===== src/rtl/xri_pkg.sv =====
// ----------------------------------------------------------------------------
// xri_pkg
// Shared types, constants and the xorshift step for the ranged generator.
// ----------------------------------------------------------------------------
package xri_pkg;

  localparam int DATA_W    = 32;
  localparam int CNT_W     = $clog2(DATA_W);
  localparam int CFG_IDX_W = 2;
  localparam int Q_DEPTH   = 2;

  localparam int SHIFT_A = 13;
  localparam int SHIFT_B = 17;
  localparam int SHIFT_C = 6;

  localparam logic [DATA_W-1:0] SEED_RESET = DATA_W'(42);

  localparam logic [CFG_IDX_W-1:0] REG_LOWER = CFG_IDX_W'(0);
  localparam logic [CFG_IDX_W-1:0] REG_UPPER = CFG_IDX_W'(1);
  localparam logic [CFG_IDX_W-1:0] REG_SEED  = CFG_IDX_W'(2);

  typedef logic [DATA_W-1:0] word_t;

  typedef struct packed {
    logic  we;
    word_t value;
  } seed_wr_t;

  typedef struct packed {
    word_t lower;
    word_t span;
  } range_t;

  typedef struct packed {
    logic full;
    logic empty;
  } q_stat_t;

  function automatic word_t advance(input word_t x);
    word_t y;
    y = x ^ (x << SHIFT_A);
    y = y ^ (y >> SHIFT_B);
    y = y ^ (y << SHIFT_C);
    return y;
  endfunction

endpackage


===== src/rtl/xri_front.sv =====
// ----------------------------------------------------------------------------
// xri_front
// Accepts items, advances the generator state on each request and queues it.
// ----------------------------------------------------------------------------
module xri_front (
  input  logic             clk,
  input  logic             rst_n,
  input  logic             in_valid,
  output logic             in_stall,
  input  logic             in_request,
  input  xri_pkg::seed_wr_t seed_wr,
  input  xri_pkg::q_stat_t q_stat,
  output logic             q_push,
  output xri_pkg::word_t   q_data
);

  xri_pkg::word_t state_r;
  xri_pkg::word_t state_nxt;
  xri_pkg::word_t stepped;
  logic           take;

  assign in_stall = q_stat.full;
  assign take     = in_valid && !q_stat.full;
  assign stepped  = xri_pkg::advance(state_r);
  assign q_push   = take && in_request;
  assign q_data   = stepped;

  always_comb begin
    state_nxt = state_r;
    if (seed_wr.we) begin
      state_nxt = seed_wr.value;
    end else if (q_push) begin
      state_nxt = stepped;
    end
  end

  always_ff @(posedge clk) begin
    if (!rst_n) begin
      state_r <= xri_pkg::SEED_RESET;
    end else begin
      state_r <= state_nxt;
    end
  end

endmodule


===== src/rtl/xri_fifo.sv =====
// ----------------------------------------------------------------------------
// xri_fifo
// Short queue of advanced generator states between front and back.
// ----------------------------------------------------------------------------
module xri_fifo #(
  parameter int DEPTH = xri_pkg::Q_DEPTH
) (
  input  logic             clk,
  input  logic             rst_n,
  input  logic             push,
  input  xri_pkg::word_t   wr_data,
  input  logic             pop,
  output xri_pkg::word_t   rd_data,
  output xri_pkg::q_stat_t stat
);

  localparam int AW = (DEPTH > 1) ? $clog2(DEPTH) : 1;
  localparam int CW = $clog2(DEPTH + 1);

  xri_pkg::word_t mem_r [DEPTH];
  logic [AW-1:0]  wr_ptr_r, wr_ptr_nxt;
  logic [AW-1:0]  rd_ptr_r, rd_ptr_nxt;
  logic [CW-1:0]  count_r, count_nxt;
  logic           do_push, do_pop;

  assign stat.full  = (count_r == CW'(DEPTH));
  assign stat.empty = (count_r == '0);
  assign do_push    = push && !stat.full;
  assign do_pop     = pop && !stat.empty;
  assign rd_data    = mem_r[rd_ptr_r];

  always_comb begin
    wr_ptr_nxt = wr_ptr_r;
    rd_ptr_nxt = rd_ptr_r;
    count_nxt  = count_r;
    if (do_push) begin
      wr_ptr_nxt = (wr_ptr_r == AW'(DEPTH - 1)) ? '0 : wr_ptr_r + AW'(1);
    end
    if (do_pop) begin
      rd_ptr_nxt = (rd_ptr_r == AW'(DEPTH - 1)) ? '0 : rd_ptr_r + AW'(1);
    end
    if (do_push && !do_pop) begin
      count_nxt = count_r + CW'(1);
    end else if (do_pop && !do_push) begin
      count_nxt = count_r - CW'(1);
    end
  end

  always_ff @(posedge clk) begin
    if (!rst_n) begin
      wr_ptr_r <= '0;
      rd_ptr_r <= '0;
      count_r  <= '0;
    end else begin
      wr_ptr_r <= wr_ptr_nxt;
      rd_ptr_r <= rd_ptr_nxt;
      count_r  <= count_nxt;
    end
  end

  always_ff @(posedge clk) begin
    if (do_push) begin
      mem_r[wr_ptr_r] <= wr_data;
    end
  end

endmodule


===== src/rtl/xri_back.sv =====
// ----------------------------------------------------------------------------
// xri_back
// Reduces a queued state into the range with a restoring remainder unit.
// ----------------------------------------------------------------------------
module xri_back (
  input  logic             clk,
  input  logic             rst_n,
  input  xri_pkg::range_t  range,
  input  xri_pkg::q_stat_t q_stat,
  input  xri_pkg::word_t   q_data,
  output logic             q_pop,
  output logic             out_valid,
  input  logic             out_stall,
  output logic signed [xri_pkg::DATA_W-1:0] out_value
);

  localparam int W = xri_pkg::DATA_W;
  localparam logic [xri_pkg::CNT_W-1:0] CNT_LAST = xri_pkg::CNT_W'(W - 1);

  typedef enum logic [1:0] {
    IDLE,
    RUN,
    HOLD
  } state_t;

  state_t                    state_r, state_nxt;
  logic [xri_pkg::CNT_W-1:0] cnt_r, cnt_nxt;
  xri_pkg::word_t            rem_r, rem_nxt;
  xri_pkg::word_t            div_r, div_nxt;
  logic                      out_valid_r, out_valid_nxt;
  xri_pkg::word_t            out_value_r, out_value_nxt;
  logic [W:0]                trial;
  logic [W:0]                diff;
  logic                      slot_free;

  assign trial     = {rem_r, div_r[W-1]};
  assign diff      = trial - {1'b0, range.span};
  assign slot_free = !out_valid_r || !out_stall;
  assign q_pop     = (state_r == IDLE) && !q_stat.empty;
  assign out_valid = out_valid_r;
  assign out_value = out_value_r;

  always_comb begin
    state_nxt     = state_r;
    cnt_nxt       = cnt_r;
    rem_nxt       = rem_r;
    div_nxt       = div_r;
    out_valid_nxt = out_valid_r && out_stall;
    out_value_nxt = out_value_r;
    case (state_r)
      IDLE: begin
        if (!q_stat.empty) begin
          cnt_nxt = '0;
          div_nxt = q_data;
          if (range.span == '0) begin
            rem_nxt   = q_data;
            state_nxt = HOLD;
          end else begin
            rem_nxt   = '0;
            state_nxt = RUN;
          end
        end
      end
      RUN: begin
        rem_nxt = diff[W] ? trial[W-1:0] : diff[W-1:0];
        div_nxt = {div_r[W-2:0], 1'b0};
        cnt_nxt = cnt_r + xri_pkg::CNT_W'(1);
        if (cnt_r == CNT_LAST) begin
          state_nxt = HOLD;
        end
      end
      HOLD: begin
        if (slot_free) begin
          out_value_nxt = range.lower + rem_r;
          out_valid_nxt = 1'b1;
          state_nxt     = IDLE;
        end
      end
      default: begin
        state_nxt = IDLE;
      end
    endcase
  end

  always_ff @(posedge clk) begin
    if (!rst_n) begin
      state_r     <= IDLE;
      out_valid_r <= 1'b0;
      cnt_r       <= '0;
    end else begin
      state_r     <= state_nxt;
      out_valid_r <= out_valid_nxt;
      cnt_r       <= cnt_nxt;
    end
    rem_r       <= rem_nxt;
    div_r       <= div_nxt;
    out_value_r <= out_value_nxt;
  end

  a_pop_only_idle: assert property (@(posedge clk) disable iff (!rst_n)
    q_pop |-> (state_r == IDLE) && !q_stat.empty)
    else $error("Queue popped outside the idle state.");

  a_run_ends: assert property (@(posedge clk) disable iff (!rst_n)
    (state_r == RUN) && (cnt_r == CNT_LAST) |=> (state_r == HOLD))
    else $error("Remainder pass did not end after the last bit.");

  a_hold_delivers: assert property (@(posedge clk) disable iff (!rst_n)
    (state_r == HOLD) && slot_free |=> out_valid_r && (state_r == IDLE))
    else $error("Finished item was not moved to the output register.");

endmodule


===== src/rtl/xorshift_ranged_integer.sv =====
// ----------------------------------------------------------------------------
// xorshift_ranged_integer
// Ranged 32-bit xorshift random integer generator.
// ----------------------------------------------------------------------------
// Each accepted item with request set advances a 13/17/6 xorshift state in
// the front end and queues it; items with request clear are accepted and
// give no result. The back end maps the state to the low bound plus the
// state modulo (high bound - low bound + 1), using a restoring remainder
// unit that resolves one bit per cycle: it fetches a state from the queue,
// runs 32 remainder steps and then loads the output register once that is
// free. A span of zero, the full 32-bit range, skips the remainder steps.
// A queue of Q_DEPTH states lets requests be taken while the back end
// works, and a result waiting in the output register does not hold up the
// next computation. Writing the REG_SEED register also reloads the state.
module xorshift_ranged_integer #(
  parameter int Q_DEPTH = xri_pkg::Q_DEPTH
) (
  input  logic                                clk,
  input  logic                                rst_n,
  input  logic                                in_valid,
  output logic                                in_stall,
  input  logic                                in_request,
  output logic                                out_valid,
  input  logic                                out_stall,
  output logic signed [xri_pkg::DATA_W-1:0]   out_value,
  input  logic                                cfg_we,
  input  logic [xri_pkg::CFG_IDX_W-1:0]       cfg_index,
  input  logic [xri_pkg::DATA_W-1:0]          cfg_wdata
);

  xri_pkg::word_t    lower_r, lower_nxt;
  xri_pkg::word_t    upper_r, upper_nxt;
  xri_pkg::seed_wr_t seed_wr;
  xri_pkg::range_t   range;
  xri_pkg::q_stat_t  q_stat;
  xri_pkg::word_t    q_wr_data;
  xri_pkg::word_t    q_rd_data;
  logic              q_push;
  logic              q_pop;

  assign seed_wr.we    = cfg_we && (cfg_index == xri_pkg::REG_SEED);
  assign seed_wr.value = cfg_wdata;
  assign range.lower   = lower_r;
  assign range.span    = upper_r - lower_r + xri_pkg::DATA_W'(1);

  always_comb begin
    lower_nxt = lower_r;
    upper_nxt = upper_r;
    if (cfg_we && (cfg_index == xri_pkg::REG_LOWER)) begin
      lower_nxt = cfg_wdata;
    end
    if (cfg_we && (cfg_index == xri_pkg::REG_UPPER)) begin
      upper_nxt = cfg_wdata;
    end
  end

  always_ff @(posedge clk) begin
    if (!rst_n) begin
      lower_r <= '0;
      upper_r <= '0;
    end else begin
      lower_r <= lower_nxt;
      upper_r <= upper_nxt;
    end
  end

  xri_front u_front (
    .clk        (clk),
    .rst_n      (rst_n),
    .in_valid   (in_valid),
    .in_stall   (in_stall),
    .in_request (in_request),
    .seed_wr    (seed_wr),
    .q_stat     (q_stat),
    .q_push     (q_push),
    .q_data     (q_wr_data)
  );

  xri_fifo #(
    .DEPTH (Q_DEPTH)
  ) u_fifo (
    .clk     (clk),
    .rst_n   (rst_n),
    .push    (q_push),
    .wr_data (q_wr_data),
    .pop     (q_pop),
    .rd_data (q_rd_data),
    .stat    (q_stat)
  );

  xri_back u_back (
    .clk       (clk),
    .rst_n     (rst_n),
    .range     (range),
    .q_stat    (q_stat),
    .q_data    (q_rd_data),
    .q_pop     (q_pop),
    .out_valid (out_valid),
    .out_stall (out_stall),
    .out_value (out_value)
  );

endmodule

===== config.mk =====
export PLATFORM = sky130hd
export DESIGN_NAME = xorshift_ranged_integer
export DESIGN_NICKNAME = d
export VERILOG_FILES = /design/src/rtl/xri_pkg.sv /design/src/rtl/xri_front.sv /design/src/rtl/xri_fifo.sv /design/src/rtl/xri_back.sv /design/src/rtl/xorshift_ranged_integer.sv
export SDC_FILE = /design/constraint.sdc
export NUM_CORES = 1
export LEC_CHECK = 0
export ABC_CLOCK_PERIOD_IN_PS = 6270
export BUFFER_PORTS_ARGS = -buffer_cell sky130_fd_sc_hd__buf_2
export CAP_MARGIN = 20
export CORE_ASPECT_RATIO = 1.1
export CORE_MARGIN = 2
export CORE_UTILIZATION = 45
export DETAILED_ROUTE_END_ITERATION = 8
export HOLD_SLACK_MARGIN = 0.1
export RECOVER_POWER = 100
export SYNTH_ARGS = -nofsm -noshare
export SYNTH_HDL_FRONTEND = slang
export SYNTH_HIERARCHICAL = 1
export SYNTH_SLANG_ARGS = --single-unit

===== constraint.sdc =====
create_clock -name clk -period 6.27 [get_ports clk]
set_clock_uncertainty 0.15 [all_clocks]
set_input_delay 0.627 -clock clk [delete_from_list [all_inputs] [get_ports clk]]
set_output_delay 0.627 -clock clk [all_outputs]
set_load 0.02 [all_outputs]

# Word-level counts from Yosys, hierarchy flattened
# Memory sizes are Yosys's and may differ from the RTL's. A register that Yosys moved wholly into a read port is not among the register bits.
# Index checks and enable logic that the tools add are counted.
[classes]
bitwise = 3
addsub = 9
reduce_logical = 28
muxes = 25
n_eq_ne = 9
[op_table]
columns = ["operator", "n"]
rows = [
  ["$mux 32", 6],
  ["$pmux 32 s2", 2],
  ["$xor 32x32->32", 2],
  ["$sub 33x32->33", 1],
  ["$add 32x1->32 const B", 1],
  ["$add 32x32->32", 1],
  ["$logic_not 32->1", 1],
  ["$sub 32x32->32", 1],
  ["$xor 32x15->32", 1],
  ["$mux 2", 6],
  ["$logic_and 1x1->1", 11],
  ["$pmux 5 s2", 1],
  ["$mux 1", 8],
  ["$eq 2x2->1 const B", 3],
  ["$logic_not 1->1", 6],
  ["$logic_not 2->1", 3],
  ["$pmux 2 s3", 1],
  ["$reduce_bool 2->1", 3],
  ["$add 5x1->5 const B", 1],
  ["$eq 5x5->1 const B", 1],
  ["$mux 5", 1],
  ["$eq 2x1->1 const B", 2],
  ["$ne 2x1->1 const B", 2],
  ["$reduce_and 2->1", 2],
  ["6 further kinds", 7],
]
[totals]
ff_bits = 204
mem_count = 1
mem_bits_rw = 64
in_bits = 40
word_cells = 87
[mem_list]
columns = ["name", "depth", "word_bits", "rd", "rd_ports_with_merged_regs", "write_ports", "line", "source"]
rows = [
  ["u_fifo.mem_r", 2, 32, 1, 1, 1, "xri_fifo.sv:20", "xri_pkg::word_t mem_r [DEPTH];"],
]

# Longest topological paths before layout
# Gate-level depths: netlist of run 1.
[depth]
word_depth = 9
mapped_depth = 25

# Hierarchy
# Netlist of run 1, hierarchy kept.
[by_module_without_submodules]
columns = ["module", "n_inst", "area_per_inst_um2", "cells_each"]
rows = [
  ["xri_back", 1, 7770.0, 815],
  ["xorshift_ranged_integer", 1, 4534.3, 588],
  ["xri_fifo", 1, 2536.2, 125],
  ["xri_front", 1, 2157.1, 240],
]

# Least setup slack after synthesis of run 1
# No wires, ideal clock.
[synth_path]
path_type = "flip-flop to flip-flop"
start = "reg lower_r[1]"
end = "reg u_back.rem_r[0] (data pin)"
required_ps = 5863
path_stages_with_launch = 21
synth_period_minus_slack_ps = 4827
arrival_ps = 4421
setup_time_ps = 257
n_path_buf = 2
setup_slack_ps = 1443
path_cell_list = "dfxtp_1 ha_1 inv_1 ha_1 fa_1 a21oi_1 o2111a_1 nor3_1 o31ai_1 a31oi_1 o211ai_1 inv_1 ha_1 clkbuf_1 nand4_1 or3_1 o21ba_4 xnor2_4 buf_6 nand2_1 a32o_1"
[synth_rtl]
columns = ["element", "line", "source"]
rows = [
  ["from (decl)", "xorshift_ranged_integer.sv:31", "xri_pkg::word_t lower_r, lower_nxt;"],
  ["from (signal assigned)", "xorshift_ranged_integer.sv:62", "lower_r <= lower_nxt;"],
  ["to (signal assigned)", "xri_back.sv:95", "rem_r <= rem_nxt;"],
  ["to (decl)", "xri_back.sv:28", "xri_pkg::word_t rem_r, rem_nxt;"],
]

==> results.json, run 1 <==
{
  "timing.rr.start": "lower_r[1]",
  "ant_nets": 0,
  "firstDrtPassIters": 5,
  "portBuffers": 73,
  "seqPwrFrac": 0.325,
  "stdcell_area_sq_mm": 0.0186,
  "comb_power_share": 0.487,
  "stdcell_count": 2336,
  "synthArstFlopShare": 0,
  "r2r_end": "u_back/rem_r[7]",
  "drv_cap": 10,
  "cts_buffers": 30,
  "critPathLaunchType": "register",
  "crit_arrival_ps": 5930,
  "place_ws_ps": 271,
  "status": "finished with violations",
  "cts.htree.levels": 1,
  "clk_latency_ps": 580,
  "crit_top_cell": "ha_1",
  "vias": 13223,
  "fin_nets": 1988,
  "final_common_cell": "nand2_1",
  "die_area_sq_mm": 0.0393,
  "num_antenna_cells": 0,
  "ctsResizeCount": 0,
  "required_ps": 6360,
  "synth.distinct_cells": 87,
  "layout_setup_ws_ps": 425,
  "cts_hold_buffers": 0,
  "end_kind": "register",
  "rsz0062_at_grt": "no",
  "grt_usage": 0.239,
  "num-fill-cells": 3561,
  "cts_tree": "done",
  "antenna_found_initial": 0,
  "synth_top_flop_cell": "edfxtp_1",
  "crit_chain": "ha_1, inv_1, ha_1, fa_1, a21oi_1, o21ai_0, o211ai_1, nand2_1, a211oi_2, o21ai_1, xnor2_1, inv_1, ha_1, nand4_1, or3_1, o21ba_4, xnor2_4, clkbuf_2, mux2i_1, o32ai_1",
  "fin_crit_sh": 0.932,
  "synth_edf_count": 160,
  "power.density_mw_per_mm2": 491,
  "finalSetupTns_ps": 0,
  "path_clk_slew_ps": 60,
  "p_leak_nw": 7.56,
  "drive_gt1_frac": 0.0863,
  "power_frac_clock": 0.188,
  "cts-root-buf": "clkbuf_16",
  "reg2reg_depth": 20,
  "io_pins": 74,
  "drtIter0Drc": 1034,
  "finalHoldViolCount": 0,
  "setup_viol": 0,
  "post-route-util": 0.501,
  "internal-power_mw": 5.35,
  "drc": 0,
  "globalRoute.totalOverflow": 0,
  "crit_slowest_cell": "xnor2_1",
  "core_sq_mm": 0.0372,
  "place_congestion": 0.894,
  "place_area_sq_mm": 0.0178,
  "cts_buffer_depth": 3,
  "tightest_slew_ps": 3760,
  "grt_pass1_vias": 12602,
  "syn-cell-area_sq_mm": 0.0170,
  "rows": 74,
  "p_sw_mw": 3.79,
  "die_w_um": 189,
  "period_needed_ps": 5840,
  "syn_inst": 1768,
  "rrSetupSlack_ps": 430,
  "final_cell_mix": "nand2_1, edfxtp_1, ha_1",
  "grt_pass1_wl_um": 73000,
  "final_max_slew_viol_count": 432,
  "hold_end": "u_back/out_valid",
  "wl_per_cell_um": 20.3,
  "worstHoldPathCells": 3,
  "syn_nets": 1938,
  "violations": "capacitance limit, slew limit",
  "postCtsSetupRepairBufs": 0,
  "area_delta_synth_final_pct": 9.61,
  "start_util": 0.457,
  "yosys_warnings": 6,
  "synth_seq_cells": 269,
  "max_freq_mhz": 171,
  "relSlewSlack": -1.50,
  "grt_max_degree": 67,
  "slowest_delay_ps": 460,
  "p_sw_frac": 0.414,
  "dieHeight_um": 208,
  "yosysSeqAreaShare": 0.411,
  "drt_wl_total_um": 47500,
  "avgSynthCellArea_sq_um": 9.61,
  "crit_type": "register to register",
  "dp_hpwl_um": 35600,
  "cts_num_sinks": 269,
  "min_path_type": "input pin to register",
  "avgViaCountPerCell": 5.66,
  "ir_drop_mv": 0.256,
  "place_inst": 2275,
  "min_from": "out_stall",
  "crit_fanout": 6
}
worst max-delay path by stage:
stage	start	to
after detailed placement	lower_r[1]	u_back/rem_r[19]
after global routing	lower_r[1]	u_back/rem_r[7]
after CTS	lower_r[1]	u_back/rem_r[21]
after global placement	upper_r[1]	u_back/rem_r[21]
after floorplan	lower_r[1]	u_back/rem_r[0]
final	lower_r[1]	u_back/rem_r[7]
registers in the layout, summed over array words and instances (netlist names), 2 cells and up, named ones only:
register / count
u_fifo/mem_r: 64
lower_r: 32
u_back/div_r: 32
u_back/out_value: 32
u_back/rem_r: 32
u_front/state_r: 32
upper_r: 32
u_back/cnt_r: 5
u_back/state_r: 2
u_fifo/count_r: 2
synth_stat cells, types with 39 or more instances:
library cell	instances	area, sq um
clkbuf_1	57	214
inv_1	92	345
dfxtp_1	109	2180
nand3_1	50	250
a21o_1	46	345
a21oi_1	100	500
xor2_1	53	464
ha_1	127	1590
o21ai_0	66	330
nand2_1	288	1080
xnor2_1	80	701
nor2_1	58	218
edfxtp_1	160	4800
a21boi_0	68	510
mux2i_1	39	390
area by class of cell:
cell class	count	area (sq um)	area share
well taps	494	618	0.0332
inverters	93	349	0.0187
repair buffers	97	477	0.0256
clock buffers	38	853	0.0458
multi-input cells	1327	9240	0.496
flip-flops and latches	269	6990	0.375
clock inverters	18	106	0.00571
metrics by stage:
stage          hold WS, ps  total power, mW
6_report               196             9.14
4_1_cts                171             9.11
3_3_place_gp           306             7.33
2_1_floorplan          293             6.20
5_1_grt                195             9.72
3_5_place_dp           315             7.36
routing by layer:
layer,track usage,wire length (um)
met5,0,0
met4,0.0553,951
met3,0.0304,3140
met2,0.376,21200
met1,0.349,22200
cells by family (layout without fill, tap and decap cells):
logic type / Yosys count / in the layout / synth area share
xor gates and xnor gates: 147 / 147 / 0.0839
muxes: 73 / 73 / 0.0455
and+or+nand+nor: 541 / 541 / 0.147
AOI/OAI and AO/OA: 436 / 436 / 0.175
adders and majority gates: 130 / 130 / 0.0970
buffers and inverters: 172 / 246 / 0.0407
DFF: 269 / 269 / 0.411
power groups by stage:
stage | sequential, mW | combinational [mW] | clock (mW)
floorplan | 2.84 | 3.36 | 0
global placement | 2.97 | 4.36 | 0
detailed placement | 2.97 | 4.38 | 0
CTS | 2.94 | 4.42 | 1.75
global route | 3.01 | 4.90 | 1.81
finish | 2.97 | 4.46 | 1.71
worst max-delay path: cells and delay by family (launching register included):
family                     cells  cell delay, ps
DFF                            1             350
AOI/OAI and AO/OA              7            1590
and+or+nand+nor                3             660
xor gates and xnor gates       2             760
buffers and inverters          3             450
adders and majority gates      4            1300
muxes                          1             220
(Power assumes the default switching activity.)
==> inputs of run 2 (changes only) <==
--- a/config.mk
+++ b/config.mk
@@ -13,7 +13,6 @@
 export CORE_UTILIZATION = 45
 export DETAILED_ROUTE_END_ITERATION = 8
 export HOLD_SLACK_MARGIN = 0.1
-export RECOVER_POWER = 100
 export SYNTH_ARGS = -nofsm -noshare
 export SYNTH_HDL_FRONTEND = slang
 export SYNTH_HIERARCHICAL = 1
==> run 2 against run 1 <==
Largest power group unchanged. Count of clock-buffer cells in the layout unchanged. Utilization up 0.53 points. Maximum frequency up 1.1%. The flow now finishes without violations.
==> results.json, run 2 (synthesis gave the netlist of run 1 again) <==
{
  "grt_usage": 0.239,
  "final_max_slew_viol_count": 0,
  "internal-power_mw": 5.36,
  "clk_latency_ps": 580,
  "grt_pass1_vias": 12602,
  "critPathLaunchType": "register",
  "setup_viol": 0,
  "cp_num_buf_inv": 3,
  "wl_per_cell_um": 20.3,
  "power_frac_clock": 0.187,
  "globalRoute.totalOverflow": 0,
  "seqPwrFrac": 0.321,
  "dieHeight_um": 208,
  "grt_pass1_wl_um": 73000,
  "firstDrtPassIters": 6,
  "cts_tree": "done",
  "avgViaCountPerCell": 5.64,
  "dp_hpwl_um": 35600,
  "die_w_um": 189,
  "crit_top_cell": "ha_1",
  "largest_reg_flops": 64,
  "fin_nets": 1988,
  "path_clk_slew_ps": 60,
  "crit_slowest_cell": "xnor2_1",
  "comb_power_share": 0.492,
  "final_cell_mix": "nand2_1, edfxtp_1, ha_1",
  "final_common_cell": "nand2_1",
  "drive_gt1_frac": 0.119,
  "whs_ps": 192,
  "stdcell_area_sq_mm": 0.0188,
  "portBuffers": 73,
  "end_kind": "register",
  "drv_cap": 0,
  "rsz0062_at_grt": "no",
  "fin_crit_sh": 0.922,
  "relSlewSlack": 0.397,
  "crit_type": "register to register",
  "ant_nets": 0,
  "crit_arrival_ps": 5920,
  "cts-root-buf": "clkbuf_16",
  "slowest_delay_ps": 470,
  "status": "complete, no violations",
  "ir_drop_mv": 0.261,
  "drtIter0Drc": 970,
  "cts_num_sinks": 269,
  "required_ps": 6410,
  "p_sw_frac": 0.416,
  "grt_max_degree": 67,
  "postCtsSetupRepairBufs": 0,
  "io_pins": 74,
  "vias": 13168,
  "num_antenna_cells": 0,
  "rows": 74,
  "core_sq_mm": 0.0372,
  "min_path_type": "input pin to register",
  "tightest_slew_ps": 901,
  "cts_hold_buffers": 0,
  "crit_chain": "ha_1, inv_1, ha_1, fa_1, a21oi_1, o21ai_0, o211ai_1, nand2_1, a211oi_2, o21ai_1, xnor2_1, inv_1, ha_1, nand4_1, or3_1, o21ba_4, xnor2_4, buf_12, mux2i_1, o32ai_1",
  "start_util": 0.457,
  "crit_fanout": 20,
  "path_delay_family": "compound AO/OA/AOI/OAI gates",
  "place_congestion": 0.894,
  "drt_wl_total_um": 47500,
  "area_delta_synth_final_pct": 10.8,
  "antenna_found_initial": 0,
  "num-fill-cells": 3524,
  "finalSetupTns_ps": 0,
  "p_sw_mw": 3.81,
  "cts_buffer_depth": 3,
  "cts_buffers": 30,
  "power.density_mw_per_mm2": 487,
  "cts.htree.levels": 1,
  "p_leak_nw": 7.73,
  "max_freq_mhz": 173,
  "regMostFlops": "u_fifo/mem_r",
  "place_area_sq_mm": 0.0178,
  "die_area_sq_mm": 0.0393,
  "period_needed_ps": 5780,
  "drc": 0,
  "ctsResizeCount": 0,
  "finalHoldViolCount": 0
}
==> run 2: final timing paths <==
check,from,to,slack [ps],cells after the start
setup / recovery,lower_r[1],u_back/rem_r[22],490,20
hold / removal,out_stall,u_back/out_valid,190,3
setup reg to reg,lower_r[1],u_back/rem_r[22],490,20
hold reg to reg,upper_r[24],upper_r[24],320,2
==> run 2: worst min-delay path: cells and delay by family <==
kind / cells / cell delay [ps]
buffers and inverters: 1 / 120
and+or+nand+nor: 1 / 50
AOI/OAI and AO/OA: 1 / 60
==> run 2: through the flow <==
stage          instances  utilization  power [mW]  setup slack (ps)
6_report            2336        0.506        9.17               490
2_1_floorplan       1768            -        6.20              1440
3_5_place_dp        2275        0.479        7.36               271
3_3_place_gp        2275        0.479        7.33               359
5_1_grt             2336        0.506        9.75               140
4_1_cts             2331        0.505        9.11               235
==> run 2: routing by layer <==
layer | part of all wire | up-vias | track usage
li1 | - | 6448 | -
met1 | 0.47 | 6290 | 0.349
met2 | 0.45 | 373 | 0.376
met3 | 0.062 | 57 | 0.0304
met4 | 0.020 | 0 | 0.0553
met5 | 0 | - | 0
==> run 2: final cells by class <==
type / count / area, sq um / area share
clock buffer: 38 / 853 / 0.0453
clock inverter: 18 / 106 / 0.00565
inverter: 93 / 349 / 0.0185
multi-input combinational: 1327 / 9350 / 0.497
sequential: 269 / 6990 / 0.371
tap: 494 / 618 / 0.0328
timing repair buffer: 97 / 561 / 0.0298
==> run 2: power by group through the flow <==
| stage | clock network, mW | logic [mW] | registers (mW) |
|---|---|---|---|
| 2_1_floorplan | 0 | 3.36 | 2.84 |
| 3_3_place_gp | 0 | 4.36 | 2.97 |
| 3_5_place_dp | 0 | 4.38 | 2.97 |
| 4_1_cts | 1.75 | 4.42 | 2.94 |
| 5_1_grt | 1.81 | 4.96 | 2.98 |
| 6_report | 1.72 | 4.51 | 2.95 |
